<file path="src/rtl/gws_pkg.sv">
// ----------------------------------------------------------------------------
// Grid weighted smoothing package
// Codes, widths, the tap table and the accumulator control type.
// ----------------------------------------------------------------------------
`default_nettype none

package gws_pkg;

    localparam int COORD_W = 6;
    localparam int VALUE_W = 8;
    localparam int MODE_W  = 2;
    localparam int KIND_W  = 2;
    localparam int CFG_W   = 2;
    localparam int BOUND_W = 9;
    localparam int ACC_W   = 12;
    localparam int PROD_W  = 24;
    localparam int TAP_W   = 4;
    localparam int WT_W    = 2;

    localparam logic [MODE_W-1:0] MODE_WRITE = 2'd0;
    localparam logic [MODE_W-1:0] MODE_READ  = 2'd1;
    localparam logic [MODE_W-1:0] MODE_PASS  = 2'd2;
    localparam logic [MODE_W-1:0] MODE_NONE  = 2'd3;

    localparam logic [KIND_W-1:0] KIND_WRITE = 2'd0;
    localparam logic [KIND_W-1:0] KIND_READ  = 2'd1;
    localparam logic [KIND_W-1:0] KIND_PASS  = 2'd2;

    localparam logic [CFG_W-1:0] CFG_RECT_LEFT   = 2'd0;
    localparam logic [CFG_W-1:0] CFG_RECT_TOP    = 2'd1;
    localparam logic [CFG_W-1:0] CFG_RECT_RIGHT  = 2'd2;
    localparam logic [CFG_W-1:0] CFG_RECT_BOTTOM = 2'd3;

    // Division by 15 as a multiply by 2185 and a shift by 15; exact for sums
    // up to 15 * 255.
    localparam logic [ACC_W-1:0] DIV15_MUL   = 12'd2185;
    localparam int               DIV15_SHIFT = 15;

    localparam logic [TAP_W-1:0] TAP_LAST = 4'd8;

    typedef struct packed {
        logic clear;
        logic add;
        logic div;
    } gws_acc_ctl_t;

    // Row offset plus one of a tap, taps in raster order over the 3x3 window.
    function automatic logic [1:0] tap_dy(input logic [TAP_W-1:0] tap);
        logic [1:0] dy;
        unique case (tap)
            4'd0, 4'd1, 4'd2: dy = 2'd0;
            4'd3, 4'd4, 4'd5: dy = 2'd1;
            default:          dy = 2'd2;
        endcase
        return dy;
    endfunction

    function automatic logic [1:0] tap_dx(input logic [TAP_W-1:0] tap);
        logic [1:0] dx;
        unique case (tap)
            4'd0, 4'd3, 4'd6: dx = 2'd0;
            4'd1, 4'd4, 4'd7: dx = 2'd1;
            default:          dx = 2'd2;
        endcase
        return dx;
    endfunction

    function automatic logic [WT_W-1:0] tap_weight(input logic [TAP_W-1:0] tap);
        logic [WT_W-1:0] w;
        unique case (tap)
            4'd0, 4'd2, 4'd6, 4'd8: w = 2'd1;
            4'd4:                   w = 2'd3;
            default:                w = 2'd2;
        endcase
        return w;
    endfunction

    function automatic logic [BOUND_W-1:0] clamp_bound(input logic [BOUND_W-1:0] v,
                                                       input logic [BOUND_W-1:0] hi);
        logic [BOUND_W-1:0] r;
        if (v < BOUND_W'(1)) begin
            r = BOUND_W'(1);
        end else if (v > hi) begin
            r = hi;
        end else begin
            r = v;
        end
        return r;
    endfunction

endpackage

`default_nettype wire

</file>
<file path="src/rtl/gws_accum.sv">
// ----------------------------------------------------------------------------
// Grid weighted smoothing accumulator
// Shared weighted adder for the nine taps and the divide-by-15 multiply.
// ----------------------------------------------------------------------------
`default_nettype none

module gws_accum (
    input  wire logic                        clk,
    input  wire gws_pkg::gws_acc_ctl_t       ctl,
    input  wire logic [gws_pkg::WT_W-1:0]    weight,
    input  wire logic [gws_pkg::VALUE_W-1:0] data,
    output logic      [gws_pkg::VALUE_W-1:0] quot
);
    import gws_pkg::*;

    logic [ACC_W-1:0]  acc_reg;
    logic [ACC_W-1:0]  acc_next;
    logic [PROD_W-1:0] prod_reg;
    logic [PROD_W-1:0] prod_next;
    logic [ACC_W-1:0]  term;
    logic [ACC_W-1:0]  data_ext;

    assign data_ext = ACC_W'(data);

    always_comb
    begin
        unique case (weight)
            2'd1:    term = data_ext;
            2'd2:    term = data_ext << 1;
            2'd3:    term = data_ext + (data_ext << 1);
            default: term = '0;
        endcase
    end

    always_comb
    begin
        acc_next  = acc_reg;
        prod_next = prod_reg;
        if (ctl.clear)
        begin
            acc_next = '0;
        end
        else if (ctl.add)
        begin
            acc_next = acc_reg + term;
        end
        if (ctl.div)
        begin
            prod_next = PROD_W'(acc_reg) * PROD_W'(DIV15_MUL);
        end
    end

    always_ff @(posedge clk)
    begin
        acc_reg  <= acc_next;
        prod_reg <= prod_next;
    end

    assign quot = prod_reg[DIV15_SHIFT +: VALUE_W];

endmodule

`default_nettype wire

</file>
<file path="config.mk">
export PLATFORM = sky130hd
export DESIGN_NAME = gws_accum
export DESIGN_NICKNAME = d
export VERILOG_FILES = /design/src/rtl/gws_pkg.sv /design/src/rtl/gws_accum.sv
export SDC_FILE = /design/constraint.sdc
export NUM_CORES = 1
export LEC_CHECK = 0
export BUFFER_PORTS_ARGS = -buffer_cell sky130_fd_sc_hd__buf_2
export CAP_MARGIN = 30
export CORE_ASPECT_RATIO = 1.75
export CORE_UTILIZATION = 56
export DETAILED_ROUTE_END_ITERATION = 7
export PLACE_DENSITY = 0.83
export SETUP_SLACK_MARGIN = 0.1
export SYNTH_ARGS = -nofsm -noshare
export SYNTH_HDL_FRONTEND = slang
export SYNTH_SLANG_ARGS = --single-unit
export TNS_END_PERCENT = 20
</file>
<file path="constraint.sdc">
create_clock -name clk -period 3.7 [get_ports clk]
set_input_delay 0.37 -clock clk [delete_from_list [all_inputs] [get_ports clk]]
set_output_delay 0.37 -clock clk [all_outputs]
set_load 0.05 [all_outputs]
</file>
* After elaboration in Yosys (flattened, before gate mapping) *
Cells that the tools add are included.
Widths: inputs -> output; s select.

operators by class
  add/sub/neg operators = 2
  $mul = 1
  equal/unequal tests = 3
  mux-type cells = 1

operators with widths
  kind                    number
  $pmux 10 s3             1
  $mul 12x12->23 const B  1
  $add 12x12->12          1
  $add 8x9->10            1
  $eq 2x2->1 const B      2
  $eq 2x1->1 const B      1

word-level totals
  output and inout port bits = 8
  flip-flop bits (word level) = 35

* Longest topological paths before layout *
Gate-level depths: netlist of the first run.

  depth after elaboration = 3
  depth in mapped cells = 16
  mapped depth without buffers = 16

* Worst setup path before layout of the first run *
No wires, ideal clock.

  path type = register to register
  start point = reg acc_reg[7]
  end point = reg prod_reg[19], data pin
  library setup time = 0.261 ns
  arrival time = 3.353 ns
  clock period less this slack = 3.614 ns
  path slack = 0.086 ns
  stages on the path, launching flop included = 14
  cells stage by stage = dfxtp_1 -> ha_1 -> inv_1 -> fa_1 -> inv_1 -> ha_1 -> ha_1 -> ha_1 -> a21oi_4 -> o21ai_1 -> a21o_1 -> a221o_2 -> mux2i_1 -> a221o_1

between the ends
  longest elaborated chain between the ends = 1

RTL lines
  element                   line             text
  start: declaration        gws_accum.sv:16  logic [ACC_W-1:0] acc_reg;
  start signal: assignment  gws_accum.sv:55  acc_reg <= acc_next;
  $mul 12x12->23            gws_accum.sv:49  prod_next = PROD_W'(acc_reg) * PROD_W'(DIV15_MUL);
  end signal: assignment    gws_accum.sv:56  prod_reg <= prod_next;
  end: declaration          gws_accum.sv:18  logic [PROD_W-1:0] prod_reg;

Every way passes these cells.
A chain may end at the register's enable or synchronous reset.

* Final worst setup path of the first run *
  start point = reg acc_reg[8]
  end point = reg prod_reg[19], data pin

Same word-level chain as after synthesis.

==> impl_metrics.env, run 1 <==
export IMPL_final_nets=470
export IMPL_path_max_fanout=6
export IMPL_grt_pass1_vias=2790
export IMPL_grt_start_max_net_pins=20
export IMPL_finalCriticalPeriod_ps=3510
export IMPL_avgSynthCellArea_um2=8.91
export IMPL_cts_buffer_depth=2
export IMPL_antenna_found_initial=0
export IMPL_slew_viol_final=0
export IMPL_required_ps=3730
export IMPL_maxCapViolations=0
export IMPL_ioPinCount=22
export IMPL_vias=2647
export IMPL_largest_reg_flops=12
export IMPL_hp_start="ctl[0]"
export IMPL_holdPathStages=1
export IMPL_ys_ff_latch=20
export IMPL_crit_type="reg -> reg"
export IMPL_hold_end="prod_reg[15]"
export IMPL_most_common_layout_cells="ha_1 (68), inv_1 (39), nor2_1 (23)"
export IMPL_grt_use_total=0.260
export IMPL_finalCritPeriodShare=0.950
export IMPL_p_total_uw=1090
export IMPL_drtAntennaViolNets=0
export IMPL_violations="design-rule violations"
export IMPL_syn_cell_area_um2=2990
export IMPL_cp_arrival_ps=3540
export IMPL_fp_row_count=34
export IMPL_seq_area_frac_synth=0.161
export IMPL_drt_initial_drc_count=108
export IMPL_yosysWarnings=0
export IMPL_initial_utilization=0.590
export IMPL_dp_hpwl_mm=5.53
export IMPL_area_delta_synth_final_pct=15.9
export IMPL_drive_above_1_share=0.177
export IMPL_die_y_um=98.6
export IMPL_setup_viol=0
export IMPL_numPortBuffers=21
export IMPL_reg2reg_depth=10
export IMPL_clock_latency_ps=270
export IMPL_fillCellCount=366
export IMPL_insertedDiodeCount=0
export IMPL_fmax_mhz=285
export IMPL_regArea_um2=483
export IMPL_post_route_drc_count=1
export IMPL_startpoint_type="register"
export IMPL_vdd_drop_max_v=0.000182
export IMPL_worst_pin_slew_ps=479
export IMPL_ys_types=56
export IMPL_cts_htree_levels=1
export IMPL_dpl_cell_count=417
export IMPL_reg2reg_to="prod_reg[19]"
export IMPL_syn_inst=335
export IMPL_worstReg2RegStart="acc_reg[8]"
export IMPL_clk_pin_slew_ps=80
export IMPL_synth_edff_count=8
export IMPL_drt_vias_per_instance=6.29
export IMPL_dieArea_um2=5640
export IMPL_endpoint_kind="register"
export IMPL_syn_num_nets=437
export IMPL_power_leakage_uw=0.00179
export IMPL_multi_input_area_um2=2510
export IMPL_cts_tree="yes"
export IMPL_hold_buffers=0
export IMPL_wl_mm=7.06
export IMPL_grt_overflow=0
export IMPL_wl_per_cell_um=16.8
export IMPL_status="complete, but fails checks"
export IMPL_numClockSinks=20
export IMPL_async_flop_share=0
export IMPL_hold_viol=0
export IMPL_powerDensity_nw_per_um2=315
export IMPL_grt_pass1_wl_mm=11.7
export IMPL_synthFlopType="dfxtp_1"
export IMPL_ff2ff_setup_slack_ps=190
export IMPL_globalplace_congestion=0.863
export IMPL_numCtsBuffers=3
export IMPL_slew_headroom=0.680
export IMPL_fp_dieW_um=57.2
export IMPL_fin_cells=421
export IMPL_dr_pass1_iters=8
export IMPL_hold_class="in -> reg"
export IMPL_finalClockSkew_ps=0.711
export IMPL_cts_setup_buffers=0
export IMPL_rsz0062_at_grt="no"
export IMPL_core_um2=5060
export IMPL_final_common_cell="ha_1"
export IMPL_cts_root_buffer="clkbuf_8"
## Yosys cell counts (all sizes together) (5+ instances only)
master | count | area [µm²]
nand2b | 6 | 37.5
dfxtp | 12 | 240
nor3 | 5 | 25.0
nor2 | 23 | 86.3
xnor2 | 9 | 78.8
xor2 | 6 | 52.6
o21ai | 18 | 90.1
inv | 39 | 146
ha | 79 | 988
mux2i | 8 | 80.1
a21oi | 25 | 140
a21o | 6 | 45.0
nand2 | 17 | 63.8
fa | 9 | 180
edfxtp | 8 | 240
nand3 | 8 | 40.0
## worst max path at each step
stage               slack (ps)      endpoint       start  depth (start not counted)
finish                     190  prod_reg[19]  acc_reg[8]                         10
detailed placement         -10  prod_reg[19]  acc_reg[0]                         13
global route                90  prod_reg[19]  acc_reg[1]                         13
CTS                        100  prod_reg[19]  acc_reg[2]                         13
global placement            80  prod_reg[19]  acc_reg[0]                         13
floorplan                  110  prod_reg[19]  acc_reg[4]                         13
## metrics by stage
stage	area, µm²	TNS [ps]	setup WS, ps	utilization	hold WS, ps
detailed placement	3230	-10.1	-10.1	0.639	565
global route	3460	0	94.0	0.684	452
global placement	3230	0	83.4	0.639	537
finish	3460	0	185	0.684	435
CTS	3370	0	101	0.666	441
floorplan	3000	0	111	-	482
## cells by family after synthesis
family / share of synthesized area
compound gates: 0.190
xor+xnor: 0.0440
fa+ha+maj: 0.391
buf+inv: 0.0541
flops: 0.161
mux: 0.0344
simple gates: 0.125
## critical path: stages, from the launching register on
cell,delay [ps]
dfxtp_1,530
ha_1,320
ha_1,310
ha_1,310
ha_1,310
ha_1,360
nand2_1,140
and2b_4,210
a221o_2,370
mux2i_1,130
a221o_1,270
## area by class of cell
class	count	area share
Multi-Input combinational cell	272	0.725
Inverter	40	0.0434
Timing Repair Buffer	31	0.0521
Clock buffer	3	0.0119
Clock inverter	1	0.00868
Sequential cell	20	0.140
Tap cell	54	0.0195
## report_power, final
part	switching [µW]	total [µW]	leakage, µW	internal, µW
registers	14.9	270	0.000181	256
clock network	84.6	229	0.0000357	145
logic	334	589	0.00158	255
## metal layers
layer	wire length (µm)	part of all wire	vias up	global-route usage
li1	-	-	1278	-
met2	4010	0.57	70	0.527
met3	137	0.019	33	0.0236
met4	438	0.062	0	0.171
met1	2470	0.35	1266	0.228
met5	0	0	-	0
## repair_timing
action,CTS,global route
setup endpoints to repair,4,6
pin swaps,2,3
gates resized for setup,7,11
(Power assumes the default switching activity.)
==> run 2: changes to the inputs <==
--- a/config.mk
+++ b/config.mk
@@ -10,6 +10,7 @@
 export CORE_ASPECT_RATIO = 1.75
 export CORE_UTILIZATION = 56
 export DETAILED_ROUTE_END_ITERATION = 7
+export GPL_TIMING_DRIVEN = 0
 export PLACE_DENSITY = 0.83
 export SETUP_SLACK_MARGIN = 0.1
 export SYNTH_ARGS = -nofsm -noshare
==> run 2 against run 1 <==
- first-iteration DRC count fell by 60%
- the run still ends with design-rule violations left
- global-route usage fell by 2.1 points
- clock-buffer cell count up 1
==> impl_metrics.env, run 2 (synthesized netlist as in run 1, its figures left out) <==
export IMPL_path_max_fanout=5
export IMPL_place_area_um2=3170
export IMPL_fmax_mhz=283
export IMPL_most_common_layout_cells="ha_1 (68), inv_1 (39), a21oi_1 (23), nor2_1 (23), buf_2 (20)"
export IMPL_drive_above_1_share=0.163
export IMPL_worstSetupStartpoint="acc_reg[5]"
export IMPL_slew_viol_final=0
export IMPL_slew_headroom=0.648
export IMPL_setup_viol=0
export IMPL_insertedDiodeCount=0
export IMPL_dp_slack_ps=-160
export IMPL_drt_initial_drc_count=43
export IMPL_ff2ff_setup_slack_ps=170
export IMPL_wl_per_cell_um=15.5
export IMPL_crit_end="prod_reg[19]"
export IMPL_cts_buffer_depth=2
export IMPL_hold_viol=0
export IMPL_finalClockSkew_ps=3.85
export IMPL_core_um2=5060
export IMPL_wl_mm=6.45
export IMPL_clk_pin_slew_ps=80
export IMPL_crit_type="reg -> reg"
export IMPL_startpoint_type="register"
export IMPL_drt_vias_per_instance=6.04
export IMPL_numClockSinks=20
export IMPL_finalCritPeriodShare=0.955
export IMPL_hold_buffers=0
export IMPL_use_met2=0.492
export IMPL_endpoint_kind="register"
export IMPL_worstReg2RegStart="acc_reg[5]"
export IMPL_dieArea_um2=5640
export IMPL_fp_dieW_um=57.2
export IMPL_dp_hpwl_mm=5.14
export IMPL_initial_utilization=0.590
export IMPL_p_total_uw=975
export IMPL_required_ps=3730
export IMPL_numPortBuffers=20
export IMPL_use_met3=0.0131
export IMPL_drtAntennaViolNets=0
export IMPL_rsz0062_at_grt="no"
export IMPL_violations="design-rule violations"
export IMPL_setup_slack_ps=167
export IMPL_dpl_cell_count=409
export IMPL_final_nets=465
export IMPL_numCtsBuffers=3
export IMPL_hold_class="in -> reg"
export IMPL_fin_cells=416
export IMPL_cts_root_buffer="clkbuf_8"
export IMPL_grtUsageMet1=0.219
export IMPL_clock_latency_ps=270
export IMPL_dr_pass1_iters=8
export IMPL_finalCriticalPeriod_ps=3530
export IMPL_reg2reg_to="prod_reg[19]"
export IMPL_grt_busiest_layer="met2"
export IMPL_ioPinCount=22
export IMPL_status="complete, but fails checks"
export IMPL_grt_overflow=0
export IMPL_cts_tree="yes"
export IMPL_reg2reg_depth=13
export IMPL_largest_reg_flops=12
export IMPL_globalplace_congestion=0.809
export IMPL_maxCapViolations=0
export IMPL_grt_pass1_vias=2589
export IMPL_fp_row_count=34
export IMPL_antenna_found_initial=0
export IMPL_die_y_um=98.6
export IMPL_vias=2512
export IMPL_grt_use_total=0.239
export IMPL_final_common_cell="ha_1"
export IMPL_worst_pin_slew_ps=528
export IMPL_grt_start_max_net_pins=12
export IMPL_cp_arrival_ps=3560
export IMPL_powerDensity_nw_per_um2=288
export IMPL_area_delta_synth_final_pct=13.4
export IMPL_power_leakage_uw=0.00175
export IMPL_hold_ws_ps=441
export IMPL_grt_pass1_wl_mm=10.6
export IMPL_cts_htree_levels=1
export IMPL_post_route_drc_count=1
export IMPL_vdd_drop_max_v=0.000139
export IMPL_fin_area_um2=3380
run 2: cell types whose count changed in the layout (fill, tap and decap cells not counted), sizes merged:
| cell | delta |
|---|---|
| clkbuf | +3 |
| buf | -7 |
| bufinv | -1 |
run 2: layer usage:
layer	vias to the layer above	share of wire	wire, µm
li1	1266	-	-
met1	1175	0.37	2390
met2	51	0.57	3650
met3	20	0.018	116
met4	0	0.047	302
met5	-	0	0
run 2: worst min-delay path by stage:
stage / startpoint / endpoint / slack [ps] / cells after the start
3_3_place_gp: acc_reg[1] / acc_reg[1] / 530 / 2
6_report: ctl[0] / prod_reg[16] / 440 / 1
2_1_floorplan: ctl[0] / prod_reg[15] / 480 / 0
4_1_cts: ctl[0] / prod_reg[16] / 450 / 1
5_1_grt: ctl[0] / prod_reg[16] / 440 / 1
3_5_place_dp: acc_reg[1] / acc_reg[1] / 540 / 2
run 2: metrics by stage:
step / utilization / setup TNS, ps
after floorplan: - / 0
after global placement: 0.625 / -109
after detailed placement: 0.625 / -173
after CTS: 0.654 / 0
after global routing: 0.669 / 0
final: 0.669 / 0
run 2: layout make-up:
type,instances,area (µm²)
clock buffer,4,45.0
multi-input combinational,272,2490
tap,54,67.6
inverter,40,150
buffer,3,11.3
sequential,20,500
timing repair buffer,23,123
fill,410,1680
run 2: timing repair:
item	CTS	global route
buffers inserted	2	1
gates cloned	0	0
pin swaps	2	2
resized for setup	14	11
setup endpoints to repair	4	6
run 2: report_power, final:
group          internal (µW)  switching (µW)
clock                   77.0            78.6
combinational            233             300
sequential               258            27.6
total                    569             406
run 2: worst max-delay path: stages (launching register included):
cell,delay (ps)
dfxtp_4,380
ha_1,280
inv_1,80
fa_1,530
inv_1,80
ha_4,250
ha_4,240
ha_4,240
o211ai_2,170
o21ai_2,80
a21o_1,190
a221o_2,380
mux2i_1,130
a221o_1,250
==> run 3: changes to the inputs <==
--- a/config.mk
+++ b/config.mk
@@ -5,13 +5,14 @@
 export SDC_FILE = /design/constraint.sdc
 export NUM_CORES = 1
 export LEC_CHECK = 0
+export ABC_AREA = 1
 export BUFFER_PORTS_ARGS = -buffer_cell sky130_fd_sc_hd__buf_2
 export CAP_MARGIN = 30
 export CORE_ASPECT_RATIO = 1.75
-export CORE_UTILIZATION = 56
+export CORE_UTILIZATION = 57
 export DETAILED_ROUTE_END_ITERATION = 7
 export GPL_TIMING_DRIVEN = 0
-export PLACE_DENSITY = 0.83
+export PLACE_DENSITY = 0.84
 export SETUP_SLACK_MARGIN = 0.1
 export SYNTH_ARGS = -nofsm -noshare
 export SYNTH_HDL_FRONTEND = slang
==> run 3 against run 2 <==
- highest routed layer unchanged
- the run now ends clean
- register-to-register slack better by 160 ps
- sequential cell count did not move
- core utilization fell by 3.3 points
- synthesized cell count grew 42%
- non-clock buffer count decreased by 4
- critical path depth rose by 1
==> impl_metrics.env, run 3 <==
export IMPL_status="complete, no violations"
export IMPL_wl_per_cell_um=14.2
export IMPL_drt_vias_per_instance=5.66
export IMPL_multi_input_area_um2=2500
export IMPL_dpl_cell_count=572
export IMPL_cts_tree="yes"
export IMPL_dr_pass1_iters=4
export IMPL_reg2reg_depth=14
export IMPL_vias=3263
export IMPL_dr_wl_met2_mm=4.56
export IMPL_synth_most_common_cell="nand2_1"
export IMPL_seq_area_frac_synth=0.145
export IMPL_fp_dieW_um=59.6
export IMPL_crit_type="reg -> reg"
export IMPL_worstReg2RegStart="acc_reg[7]"
export IMPL_fmax_mhz=296
export IMPL_cp_arrival_ps=3420
export IMPL_synth_edff_count=8
export IMPL_cts_htree_levels=1
export IMPL_setup_viol=0
export IMPL_yosysTopAreaCellShare=0.299
export IMPL_synthTopCellsByCount="nand2_1 (108), inv_1 (82), ha_1 (79)"
export IMPL_final_common_cell="nand2_1"
export IMPL_hold_class="in -> reg"
export IMPL_drt_met1_wl_mm=2.66
export IMPL_drtAntennaViolNets=0
export IMPL_numCtsBuffers=3
export IMPL_cts_buffer_depth=2
export IMPL_most_common_layout_cells="nand2_1 (108), inv_1 (82), ha_1 (79)"
export IMPL_worst_pin_slew_ps=482
export IMPL_largest_reg_flops=12
export IMPL_slew_viol_final=0
export IMPL_hold_end="acc_reg[5]"
export IMPL_reg2reg_to="prod_reg[19]"
export IMPL_dp_slack_ps=332
export IMPL_highest_layer="met4"
export IMPL_met3_length_um=225
export IMPL_setup_tns_final_ps=0
export IMPL_ioPinCount=22
export IMPL_syn_num_nets=579
export IMPL_finalClockSkew_ps=2.32
export IMPL_avgSynthCellArea_um2=6.94
export IMPL_fp_row_count=36
export IMPL_dieArea_um2=6130
export IMPL_max_stage_delay_ps=500
export IMPL_fin_cells=576
export IMPL_vdd_drop_max_v=0.000131
export IMPL_globalplace_congestion=1.01
export IMPL_post_route_drc_count=0
export IMPL_initial_utilization=0.593
export IMPL_power_leakage_uw=0.00217
export IMPL_area_delta_synth_final_pct=7.22
export IMPL_grt_pass1_wl_mm=13.8
export IMPL_yosysTopAreaCell="ha_1"
export IMPL_fillCellCount=523
export IMPL_drive_above_1_share=0.0560
export IMPL_final_nets=603
export IMPL_powerDensity_nw_per_um2=287
export IMPL_clk_pin_slew_ps=80
export IMPL_async_flop_share=0
export IMPL_synthFlopType="dfxtp_1"
export IMPL_finalCriticalPeriod_ps=3380
export IMPL_required_ps=3740
export IMPL_cts_setup_buffers=0
export IMPL_maxCapViolations=0
export IMPL_ff2ff_setup_slack_ps=320
export IMPL_slew_headroom=0.679
export IMPL_grt_start_max_net_pins=12
export IMPL_cp_num_cells=14
export IMPL_die_y_um=103
export IMPL_regArea_um2=480
export IMPL_grt_overflow=0
export IMPL_numPortBuffers=19
export IMPL_antenna_found_initial=0
export IMPL_clock_latency_ps=280
export IMPL_cts_root_buffer="clkbuf_8"
export IMPL_critPathTopFamily="adder cells"
export IMPL_ys_ff_latch=20
export IMPL_grt_pass1_vias=3259
export IMPL_cp_num_buf_inv=3
export IMPL_endpoint_kind="register"
export IMPL_wl_mm=8.15
export IMPL_hp_start="ctl[2]"
export IMPL_dp_hpwl_mm=7.03
export IMPL_holdPathStages=4
export IMPL_core_um2=5590
export IMPL_yosysWarnings=0
export IMPL_finalCritPeriodShare=0.913
export IMPL_ys_types=29
export IMPL_numClockSinks=20
export IMPL_path_cells="ha_1 > inv_1 > fa_1 > inv_1 > ha_1 > ha_1 > ha_1 > nand2_1 > inv_1 > a21oi_1 > o21a_1 > nand2_1 > nand2_1 > nand2_1"
export IMPL_insertedDiodeCount=0
export IMPL_startpoint_type="register"
export IMPL_syn_cell_area_um2=3310
export IMPL_path_max_fanout=5
export IMPL_grt_use_total=0.303
export IMPL_hold_buffers=0
export IMPL_drt_initial_drc_count=161
export IMPL_cp_slowest_cell="dfxtp_1"
export IMPL_hold_viol=0
export IMPL_rsz0062_at_grt="no"
export IMPL_setup_slack_ps=323
export IMPL_syn_inst=477
export IMPL_ys_top_cells_by_area="ha_1 (30%), nand2_1 (12%), inv_1 (9.3%), dfxtp_1 (7.3%), edfxtp_1 (7.3%)"
==> run 3: cells by family after synthesis <==
kind of cell / count (synthesis) / share of synthesized area
AOI/OAI and AO/OA: 71 / 0.123
buffers and inverters: 85 / 0.0998
adders and majority gates: 88 / 0.353
xor gates and xnor gates: 7 / 0.0185
and+or+nand+nor: 206 / 0.260
DFF: 20 / 0.145
==> run 3: metal layers <==
| metal | track usage | vias up |
|---|---|---|
| li1 | - | 1632 |
| met1 | 0.250 | 1481 |
| met2 | 0.601 | 102 |
| met3 | 0.0326 | 48 |
| met4 | 0.252 | 0 |
| met5 | 0 | - |
==> run 3: how the worst max path moves through the flow <==
stage                          start           end
after floorplan           acc_reg[3]  prod_reg[19]
after global placement    acc_reg[4]  prod_reg[22]
after detailed placement  acc_reg[7]  prod_reg[19]
after CTS                 acc_reg[7]  prod_reg[19]
after global routing      acc_reg[6]  prod_reg[19]
final                     acc_reg[7]  prod_reg[19]
==> run 3: timing repair <==
action                     4_1_cts  5_1_grt
setup endpoints to repair        0        1
hold endpoints to repair         0        0
gates resized for setup          0        1
==> run 3: cell type report <==
type                    instances  share of cell area
clock buffers                   3              0.0116
well taps                      76              0.0268
inverters                      82              0.0867
plain buffers                   3             0.00634
repair buffers                 19              0.0268
flip-flops and latches         20               0.135
clock inverters                 1             0.00106
multi-input cells             372               0.705
==> run 3: where the power goes <==
| group | total (µW) | leakage (µW) | internal [µW] | switching, µW |
|---|---|---|---|---|
| clock network | 161 | 0.0000231 | 74.6 | 86.2 |
| logic | 579 | 0.00197 | 206 | 373 |
| registers | 281 | 0.000181 | 255 | 25.4 |
==> run 3: tightest hold or removal path: cells and delay by family <==
| family | cells | cell delay [ps] |
|---|---|---|
| buffers and inverters | 2 | 160 |
| and+or+nand+nor | 2 | 110 |
==> run 3: metrics by stage <==
step | hold slack [ps] | util | area, µm² | total power [µW]
after global placement | 557 | 0.627 | 3500 | 834
after detailed placement | 563 | 0.627 | 3500 | 851
after global routing | 429 | 0.636 | 3550 | 1110
after floorplan | 482 | - | 3310 | 709
after CTS | 410 | 0.635 | 3550 | 1010
final | 404 | 0.636 | 3550 | 1020
